$ cat src/sv/bcu_pkg.sv
package bcu_pkg;

  localparam int unsigned RESULT_BITS_DEF = 63;
  localparam int unsigned IN_W            = 32;
  // n after the validity check is nonnegative and fits 31 bits
  localparam int unsigned N_W             = 31;
  localparam int unsigned MUL_W           = 32;

  typedef enum logic [2:0] {
    S_IDLE,
    S_PREP,
    S_MUL_LO,
    S_MUL_HI,
    S_ADD,
    S_CHECK,
    S_DIV,
    S_WRITE
  } state_t;

  typedef struct packed {
    logic load_in;
    logic prep;
    logic mul_lo;
    logic mul_hi;
    logic add;
    logic check;
    logic div_step;
    logic out_load;
  } ctrl_t;

  typedef struct packed {
    logic pre_done;   // invalid or trivial pair, answer known
    logic ovf;        // next coefficient does not fit
    logic div_last;   // last quotient bit this cycle
    logic step_last;  // current step is the final one
  } stat_t;

endpackage

$ cat src/sv/bcu_if.sv
interface bcu_in_if;
  logic                              valid;
  logic                              ready;
  logic signed [bcu_pkg::IN_W-1:0]   n;
  logic signed [bcu_pkg::IN_W-1:0]   k;

  modport source (output valid, output n, output k, input ready);
  modport sink   (input valid, input n, input k, output ready);
endinterface

interface bcu_out_if #(
  parameter int unsigned RESULT_BITS = bcu_pkg::RESULT_BITS_DEF
);
  logic                   valid;
  logic                   ready;
  logic [RESULT_BITS-1:0] value;
  logic                   overflow;

  modport source (output valid, output value, output overflow, input ready);
  modport sink   (input valid, input value, input overflow, output ready);
endinterface

$ cat src/sv/bcu_ctrl.sv
module bcu_ctrl (
  input  logic            clk,
  input  logic            rst_n,
  input  logic            in_valid,
  output logic            in_ready,
  output logic            out_valid,
  input  logic            out_ready,
  input  bcu_pkg::stat_t  stat,
  output bcu_pkg::ctrl_t  ctrl
);

  bcu_pkg::state_t state_r, state_nxt;
  logic            out_valid_r, out_valid_nxt;
  logic            slot_free;

  assign slot_free = !out_valid_r || out_ready;

  always_comb begin
    state_nxt = state_r;
    unique case (state_r)
      bcu_pkg::S_IDLE:   if (in_valid) state_nxt = bcu_pkg::S_PREP;
      bcu_pkg::S_PREP:   state_nxt = stat.pre_done ? bcu_pkg::S_WRITE : bcu_pkg::S_MUL_LO;
      bcu_pkg::S_MUL_LO: state_nxt = bcu_pkg::S_MUL_HI;
      bcu_pkg::S_MUL_HI: state_nxt = bcu_pkg::S_ADD;
      bcu_pkg::S_ADD:    state_nxt = bcu_pkg::S_CHECK;
      bcu_pkg::S_CHECK:  state_nxt = stat.ovf ? bcu_pkg::S_WRITE : bcu_pkg::S_DIV;
      bcu_pkg::S_DIV: begin
        if (stat.div_last) begin
          state_nxt = stat.step_last ? bcu_pkg::S_WRITE : bcu_pkg::S_MUL_LO;
        end
      end
      bcu_pkg::S_WRITE:  if (slot_free) state_nxt = bcu_pkg::S_IDLE;
      default:           state_nxt = bcu_pkg::S_IDLE;
    endcase
  end

  always_comb begin
    ctrl          = '0;
    ctrl.load_in  = (state_r == bcu_pkg::S_IDLE) && in_valid;
    ctrl.prep     = (state_r == bcu_pkg::S_PREP);
    ctrl.mul_lo   = (state_r == bcu_pkg::S_MUL_LO);
    ctrl.mul_hi   = (state_r == bcu_pkg::S_MUL_HI);
    ctrl.add      = (state_r == bcu_pkg::S_ADD);
    ctrl.check    = (state_r == bcu_pkg::S_CHECK);
    ctrl.div_step = (state_r == bcu_pkg::S_DIV);
    ctrl.out_load = (state_r == bcu_pkg::S_WRITE) && slot_free;
    in_ready      = (state_r == bcu_pkg::S_IDLE);
  end

  always_comb begin
    out_valid_nxt = out_valid_r;
    if (ctrl.out_load) begin
      out_valid_nxt = 1'b1;
    end else if (out_ready) begin
      out_valid_nxt = 1'b0;
    end
  end

  assign out_valid = out_valid_r;

  always_ff @(posedge clk) begin
    if (!rst_n) begin
      state_r     <= bcu_pkg::S_IDLE;
      out_valid_r <= 1'b0;
    end else begin
      state_r     <= state_nxt;
      out_valid_r <= out_valid_nxt;
    end
  end

endmodule

$ cat src/sv/bcu_datapath.sv
module bcu_datapath #(
  parameter int unsigned RESULT_BITS = bcu_pkg::RESULT_BITS_DEF
) (
  input  logic                          clk,
  input  logic signed [bcu_pkg::IN_W-1:0] in_n,
  input  logic signed [bcu_pkg::IN_W-1:0] in_k,
  input  bcu_pkg::ctrl_t                ctrl,
  output bcu_pkg::stat_t                stat,
  output logic [RESULT_BITS-1:0]        out_value,
  output logic                          out_overflow
);

  localparam int unsigned RB   = RESULT_BITS;
  localparam int unsigned NW   = bcu_pkg::N_W;
  localparam int unsigned MW   = bcu_pkg::MUL_W;
  localparam int unsigned PW   = RB + NW;          // product r * (n - i)
  localparam int unsigned CW   = $clog2(RB);
  localparam int unsigned IW   = bcu_pkg::IN_W;

  logic signed [IW-1:0]  nin_r, kin_r;
  logic [NW-1:0]         n_r, k_r, i_r;
  logic [RB-1:0]         r_r;
  logic [2*MW-1:0]       mul_r;
  logic [PW-1:0]         prod_r;
  logic [NW-1:0]         rem_r;
  logic [RB-1:0]         q_r;
  logic [CW-1:0]         cnt_r;
  logic [RB-1:0]         res_val_r, val_r;
  logic                  res_ovf_r, ovf_r;

  // symmetry rule on 33-bit signed values so n - k never wraps
  logic signed [IW:0]    n_x, k_x, nk, kred;
  logic                  invalid, trivial;

  logic [NW-1:0]         num, den;
  logic [2*MW-1:0]       r64;
  logic [MW-1:0]         mul_a, mul_b;
  logic [2*MW-1:0]       mul_p;
  logic [3*MW-1:0]       sum;
  logic [NW:0]           trial;
  logic                  qbit;
  logic [NW-1:0]         rem_nxt;
  logic [RB-1:0]         q_nxt;

  always_comb begin
    n_x     = {nin_r[IW-1], nin_r};
    k_x     = {kin_r[IW-1], kin_r};
    nk      = n_x - k_x;
    kred    = (k_x > nk) ? nk : k_x;
    invalid = nin_r[IW-1] | kred[IW];
    trivial = (kred == '0);
  end

  // shared 32x32 multiplier: low then high half of r times (n - i)
  always_comb begin
    num   = n_r - i_r;
    den   = i_r + NW'(1);
    r64   = (2*MW)'(r_r);
    mul_a = ctrl.mul_lo ? r64[MW-1:0] : r64[2*MW-1:MW];
    mul_b = MW'(num);
    mul_p = mul_a * mul_b;
    sum   = (3*MW)'(prod_r) + ({{MW{1'b0}}, mul_r} << MW);
  end

  // restoring divide, one quotient bit per cycle; remainder stays below den
  always_comb begin
    trial   = {rem_r, q_r[RB-1]} - {1'b0, den};
    qbit    = !trial[NW];
    rem_nxt = qbit ? trial[NW-1:0] : {rem_r[NW-2:0], q_r[RB-1]};
    q_nxt   = {q_r[RB-2:0], qbit};
  end

  always_comb begin
    stat           = '0;
    stat.pre_done  = invalid | trivial;
    // exact quotient exceeds the limit iff prod >= den << RB
    stat.ovf       = (prod_r[PW-1:RB] >= den);
    stat.div_last  = (cnt_r == CW'(RB - 1));
    stat.step_last = (den == k_r);
  end

  always_ff @(posedge clk) begin
    if (ctrl.load_in) begin
      nin_r <= in_n;
      kin_r <= in_k;
    end
    if (ctrl.prep) begin
      n_r       <= nin_r[NW-1:0];
      k_r       <= kred[NW-1:0];
      i_r       <= '0;
      r_r       <= RB'(1);
      res_val_r <= invalid ? '0 : RB'(1);
      res_ovf_r <= 1'b0;
    end
    if (ctrl.mul_lo || ctrl.mul_hi) begin
      mul_r <= mul_p;
    end
    if (ctrl.mul_hi) begin
      prod_r <= PW'(mul_r);
    end
    if (ctrl.add) begin
      prod_r <= sum[PW-1:0];
    end
    if (ctrl.check) begin
      rem_r <= prod_r[PW-1:RB];
      q_r   <= prod_r[RB-1:0];
      cnt_r <= '0;
      if (stat.ovf) begin
        res_val_r <= '0;
        res_ovf_r <= 1'b1;
      end
    end
    if (ctrl.div_step) begin
      rem_r <= rem_nxt;
      q_r   <= q_nxt;
      cnt_r <= cnt_r + CW'(1);
      if (stat.div_last) begin
        r_r       <= q_nxt;
        i_r       <= den;
        res_val_r <= q_nxt;
        res_ovf_r <= 1'b0;
      end
    end
    if (ctrl.out_load) begin
      val_r <= res_val_r;
      ovf_r <= res_ovf_r;
    end
  end

  assign out_value    = val_r;
  assign out_overflow = ovf_r;

endmodule

$ cat src/sv/binomial_coefficient_unit.sv
// Channel   Dir  Payload                          Handshake
// in_ch     in   n[31:0] s, k[31:0] s             valid/ready
// out_ch    out  value[RESULT_BITS-1:0], overflow valid/ready
//
// One item at a time: accept, a setup state, then per running-product step
// a low and a high multiply, an add, an overflow check and a divide for
// RESULT_BITS quotient bits, then the output register once it is free.
// Steps = reduced k, or fewer on overflow.
// The divider's one-bit-per-cycle loop sets the step time.
// rst_n is synchronous; the result register holds until out_ch.ready.
module binomial_coefficient_unit #(
  parameter int unsigned RESULT_BITS = bcu_pkg::RESULT_BITS_DEF
) (
  input  logic         clk,
  input  logic         rst_n,
  bcu_in_if.sink       in_ch,
  bcu_out_if.source    out_ch
);

  bcu_pkg::ctrl_t ctrl;
  bcu_pkg::stat_t stat;

  bcu_ctrl u_ctrl (
    .clk       (clk),
    .rst_n     (rst_n),
    .in_valid  (in_ch.valid),
    .in_ready  (in_ch.ready),
    .out_valid (out_ch.valid),
    .out_ready (out_ch.ready),
    .stat      (stat),
    .ctrl      (ctrl)
  );

  bcu_datapath #(
    .RESULT_BITS (RESULT_BITS)
  ) u_dp (
    .clk          (clk),
    .in_n         (in_ch.n),
    .in_k         (in_ch.k),
    .ctrl         (ctrl),
    .stat         (stat),
    .out_value    (out_ch.value),
    .out_overflow (out_ch.overflow)
  );

endmodule

$ cat src/flat_wrapper.sv
// flat-port wrapper written by rule: the top's interface ports become plain ports
module binomial_coefficient_unit_flat 
#(
  parameter int unsigned RESULT_BITS = bcu_pkg::RESULT_BITS_DEF
)
  (clk, rst_n, in_ch_valid, in_ch_n, in_ch_k, in_ch_ready, out_ch_valid, out_ch_value, out_ch_overflow, out_ch_ready);
  bcu_in_if in_ch_i ();
  bcu_out_if #(.RESULT_BITS(RESULT_BITS)) out_ch_i ();
  input  logic clk;
  input  logic rst_n;
  input wire logic [$bits(in_ch_i.valid)-1:0] in_ch_valid;
  input wire logic [$bits(in_ch_i.n)-1:0] in_ch_n;
  input wire logic [$bits(in_ch_i.k)-1:0] in_ch_k;
  output wire logic [$bits(in_ch_i.ready)-1:0] in_ch_ready;
  output wire logic [$bits(out_ch_i.valid)-1:0] out_ch_valid;
  output wire logic [$bits(out_ch_i.value)-1:0] out_ch_value;
  output wire logic [$bits(out_ch_i.overflow)-1:0] out_ch_overflow;
  input wire logic [$bits(out_ch_i.ready)-1:0] out_ch_ready;
  assign in_ch_i.valid = in_ch_valid;
  assign in_ch_i.n = in_ch_n;
  assign in_ch_i.k = in_ch_k;
  assign in_ch_ready = in_ch_i.ready;
  assign out_ch_valid = out_ch_i.valid;
  assign out_ch_value = out_ch_i.value;
  assign out_ch_overflow = out_ch_i.overflow;
  assign out_ch_i.ready = out_ch_ready;
  binomial_coefficient_unit #(.RESULT_BITS(RESULT_BITS)) u_core (.clk(clk), .rst_n(rst_n), .in_ch(in_ch_i), .out_ch(out_ch_i));
endmodule
$ cat config.mk
export PLATFORM = sky130hd
export DESIGN_NAME = binomial_coefficient_unit_flat
export DESIGN_NICKNAME = d
export VERILOG_FILES = /design/src/sv/bcu_pkg.sv /design/src/sv/bcu_if.sv /design/src/sv/bcu_ctrl.sv /design/src/sv/bcu_datapath.sv /design/src/sv/binomial_coefficient_unit.sv /design/src/flat_wrapper.sv
export SDC_FILE = /design/constraint.sdc
export NUM_CORES = 2
export LEC_CHECK = 0
export BUFFER_PORTS_ARGS = -buffer_cell sky130_fd_sc_hd__buf_2
export CAP_MARGIN = 20
export CORE_MARGIN = 1.5
export CORE_UTILIZATION = 30
export DETAILED_ROUTE_END_ITERATION = 10
export GPL_TIMING_DRIVEN = 0
export PLACE_DENSITY_LB_ADDON = 0.05
export SLEW_MARGIN = 5
export SYNTH_ARGS = -nofsm -noshare
export SYNTH_HDL_FRONTEND = slang
export SYNTH_SLANG_ARGS = --single-unit
$ cat constraint.sdc
create_clock -name clk -period 33.7 [get_ports clk]
set_input_delay 6.74 -clock clk [delete_from_list [all_inputs] [get_ports clk]]
set_output_delay 6.74 -clock clk [all_outputs]
set_load 0.005 [all_outputs]
==> run_results.csv <==
group,metric,value,unit
timing,period_minus_slack,13770,ps
synth,synth_top_area_cell,"sky130_fd_sc_hd__fa_1",
global_route,grt_pass1_vias,49900,
drt,detail_route.drc_violations,0,
drt,drt.antenna.violating_nets,0,
synth,async_reset_ff_share,0,%
power_and_ir_drop,vdd_ir_drop_max,0.0000567,V
timing,tightestPinTransition,1220,ps
synth,ys_dominant_reg_cell,"sky130_fd_sc_hd__edfxtp_1",
die,top_level_i_o_count,134,
global_route,grt_first_pass_wirelength,362000,µm
timing,timing.setup.tns,0,ps
die,dieArea,0.211,mm²
layout,nets,8122,
die,floorplan.initialDensity,30.2,%
global_route,grt_start_max_net_pins,66,
power_and_ir_drop,lkg_pwr,30.8,nW
min_path,timing.hold.worst_path_depth,0,
die,rows,167,
place,routabilityCongestion,0.922,
place,dpl.hpwl,214000,µm
cts,cts_tree,"yes",
timing,final.period_utilization,40.9,%
critical_path,timing.critical_path.mode_cell,"sky130_fd_sc_hd__fa_1",
cts,cts-root-buf,"sky130_fd_sc_hd__clkbuf_16",
layout,finalInstanceArea,0.0702,mm²
critical_path,worstPathRequired,34130,ps
timing,setup_viol,0,
critical_path,reg2regPathDepth,36,
cts,htree_num_levels,3,
drt,drtPass1Iterations,7,
critical_path,cp_max_fo,12,
synth,synth_top_area_share,27.8,%
min_path,hp-class,"flop to flop",
cts,cts_hold_buffers,0,
cts,cts.clk_slew.worst_paths,60,ps
timing,finalHoldViolations,0,
layout,final-instance-count-excl-fill,9566,
synth,post_synth_instance_area,0.0626,mm²
cts,post_cts.repair.setup_buffers,0,
layout,layout-drive-gt1-share,6.20,%
timing,max_clock_freq,0.0726,GHz
cts,postCtsResizedCells,0,
global_route,globalRouteTotalUtil,24.1,%
cts,clk-insertion-delay-late,710,ps
drt,routedWlPerCell,26.5,µm
drt,wirelength,254000,µm
synth,synth_enable_flop_cells,447,
cts,maximum_buffer_depth_of_the_clock_tree,3,
synth,synth.yosys.seq_area_share,26.6,%
flow_run,maxCapViolations,0,
synth,synth_top_cells_by_area,"sky130_fd_sc_hd__fa_1, sky130_fd_sc_hd__edfxtp_1, sky130_fd_sc_hd__ha_1",
min_path,worstHoldStart,"u_core.u_dp.res_val_r[60]",
timing,setup_repair_after_global_routing_missed_its_margin,"false",
critical_path,worst-r2r-setup-slack,19930,ps
timing,final-max-slew-violation-count,0,
place,dpl-instance-area,0.0676,mm²
min_path,worstHoldEndpoint,"u_core.u_dp.out_value[60]",
critical_path,largest_stage_delay_on_the_critical_path,980,ps
cts,cts_buffers,75,
die,chipWidth,460,µm
drt,vias,47500,
synth,synth_fp_nets,7853,
synth,yosys_warnings,0,
critical_path,crit-reg2reg-launch,"u_core.u_ctrl.state_r[1]",
timing,max_slew_margin,18.8,%
critical_path,crit_path_arrival_time,14200,ps
synth,synthesis.instances,6438,
critical_path,critPathSlowestCell,"sky130_fd_sc_hd__o41ai_1",
critical_path,regToRegEndpoint,"u_core.u_dp.mul_r[62]",
global_route,number_of_antenna_violations_at_the_first_check_in_global_routing,18,
global_route,grt_remaining_overflow,0,
drt,drt_iter0_drc,3290,
die,die_y,460,µm
critical_path,setup.worst_path.end_class,"flop",
place,placement.io_buffers,133,
timing,timing.hold.ws,429,ps
critical_path,path_class,"flop to flop",
synth,postSynthAreaPerCell,9.72,µm²
drt,post_drt_via_cell_ratio,4.96,
layout,areaGrowthSynthToFinish,12.1,%
synth,synth.ff_latch_count,609,
cts,clkSinkCount,609,
timing,fin_skew,44.0,ps
die,coreArea,0.207,mm²
critical_path,cp-start-kind,"flop",
synth,yosys.cell_types.count,80,
place,post-place-cells,9414,
power_and_ir_drop,totalPowerFinal,4.21,mW
power_and_ir_drop,power_density_over_cell_area,60.0,mW/mm²
status,status,"complete, no violations",
[area by class of cell]
class,instances,area [µm²]
Inverter,997,3740
Fill cell,21500,137000
Clock inverter,28,302
Tap cell,2788,3490
Antenna cell,9,22.5
Multi-Input combinational cell,4565,41300
Buffer,267,1020
Clock buffer,111,2210
Sequential cell,609,16700
Timing Repair Buffer,192,1360
[stage by stage]
| step | setup WS, ps | utilization (%) |
|---|---|---|
| floorplan | 21390 | - |
| global placement | 15620 | 32.2 |
| detailed placement | 19990 | 32.6 |
| CTS | 19950 | 33.9 |
| global route | 19410 | 33.9 |
| finish | 19930 | 33.9 |
[synth_stat cells, types with 9 or more instances]
library cell	instances
sky130_fd_sc_hd__nand2b_1	86
sky130_fd_sc_hd__a211oi_1	24
sky130_fd_sc_hd__a21o_1	121
sky130_fd_sc_hd__o21ai_0	233
sky130_fd_sc_hd__clkbuf_1	241
sky130_fd_sc_hd__or2_2	9
sky130_fd_sc_hd__nor3_1	49
sky130_fd_sc_hd__nand2_1	960
sky130_fd_sc_hd__o31a_1	11
sky130_fd_sc_hd__mux2i_1	61
sky130_fd_sc_hd__xnor2_1	175
sky130_fd_sc_hd__edfxtp_1	447
sky130_fd_sc_hd__and3_1	21
sky130_fd_sc_hd__buf_1	17
sky130_fd_sc_hd__fa_1	870
sky130_fd_sc_hd__o21bai_1	23
sky130_fd_sc_hd__a31oi_1	24
sky130_fd_sc_hd__o21a_1	31
sky130_fd_sc_hd__xor2_1	96
sky130_fd_sc_hd__nor4_1	18
sky130_fd_sc_hd__nor2b_1	42
sky130_fd_sc_hd__inv_1	997
sky130_fd_sc_hd__a22o_1	126
sky130_fd_sc_hd__o31ai_1	11
sky130_fd_sc_hd__o211ai_1	9
sky130_fd_sc_hd__nand3_1	86
sky130_fd_sc_hd__a21boi_0	9
sky130_fd_sc_hd__ha_1	477
sky130_fd_sc_hd__or3_1	14
sky130_fd_sc_hd__nand4_1	42
sky130_fd_sc_hd__a21oi_1	203
sky130_fd_sc_hd__mux2_2	35
sky130_fd_sc_hd__nor2_1	531
sky130_fd_sc_hd__and2_1	63
sky130_fd_sc_hd__dfxtp_1	162
sky130_fd_sc_hd__o41ai_1	9
[placed cells by master (no fill, tap or decap), drive strengths merged, types with 63 or more instances in the layout]
cell    synthesis  routed
a21o          121     121
a21oi         204     204
a22o          126     126
and2           63      63
buf            26     218
clkbuf        241     352
dfxtp         162     162
edfxtp        447     447
fa            870     870
ha            477     477
inv           997    1005
nand2         961     961
nand2b         86      86
nand3          86      86
nor2          531     531
o21ai         237     237
xnor2         176     176
xor2           97      97
[flip-flops by register name (all words and copies together), names as in the netlist]
register,cells
u_core.u_ctrl.out_valid,1
u_core.u_dp.mul_r,63
u_core.u_dp.kin_r,32
u_core.u_dp.k_r,31
u_core.u_dp.res_ovf_r,1
u_core.u_dp.out_overflow,1
u_core.u_dp.r_r,63
u_core.u_dp.i_r,31
u_core.u_dp.prod_r,94
u_core.u_dp.nin_r,32
u_core.u_dp.q_r,63
u_core.u_dp.res_val_r,63
u_core.u_dp.n_r,31
u_core.u_dp.out_value,63
u_core.u_ctrl.state_r,3
u_core.u_dp.cnt_r,6
u_core.u_dp.rem_r,31
[where the power goes]
group / leakage [nW] / internal (mW) / switching, mW / total, mW
Combinational: 24.2 / 0.640 / 1.56 / 2.20
Clock: 1.23 / 0.471 / 0.358 / 0.829
Sequential: 5.37 / 1.03 / 0.146 / 1.18
[layer usage]
| metal | up-vias | global-route usage (%) | wire, µm |
|---|---|---|---|
| met2 | 1154 | 40.4 | 121000 |
| met1 | 24600 | 31.6 | 110000 |
| li1 | 21400 | - | - |
| met3 | 316 | 2.71 | 11100 |
| met5 | - | 0 | 0 |
| met4 | 0 | 9.49 | 11700 |
[worst max-delay path by stage]
stage	from	to	slack (ps)	cells after the start
2_1_floorplan	u_core.u_ctrl.state_r[1]	u_core.u_dp.mul_r[62]	21390	36
3_3_place_gp	u_core.u_ctrl.state_r[1]	u_core.u_dp.mul_r[62]	15620	36
3_5_place_dp	u_core.u_ctrl.state_r[1]	u_core.u_dp.mul_r[62]	19990	36
4_1_cts	u_core.u_ctrl.state_r[1]	u_core.u_dp.mul_r[62]	19950	36
5_1_grt	u_core.u_ctrl.state_r[1]	u_core.u_dp.mul_r[62]	19410	36
6_report	u_core.u_ctrl.state_r[1]	u_core.u_dp.mul_r[62]	19930	36
[cells by family after synthesis]
kind of cell / after synthesis / share of synthesized area, %
compound gates: 907 / 9.66
xor+xnor: 273 / 3.85
fa+ha+maj: 1347 / 37.4
buf+inv: 1264 / 7.61
flops: 609 / 26.6
mux: 96 / 1.61
simple gates: 1942 / 13.3
[critical path, delay by kind of cell (launching register included)]
family          cells  cell delay [ps]
simple gates        5             1260
compound gates     10             3380
buf+inv            10             3200
flops               1              350
fa+ha+maj           9             4260
xor+xnor            1              120
mux                 1              890
Power figures use the tool's default switching activity.
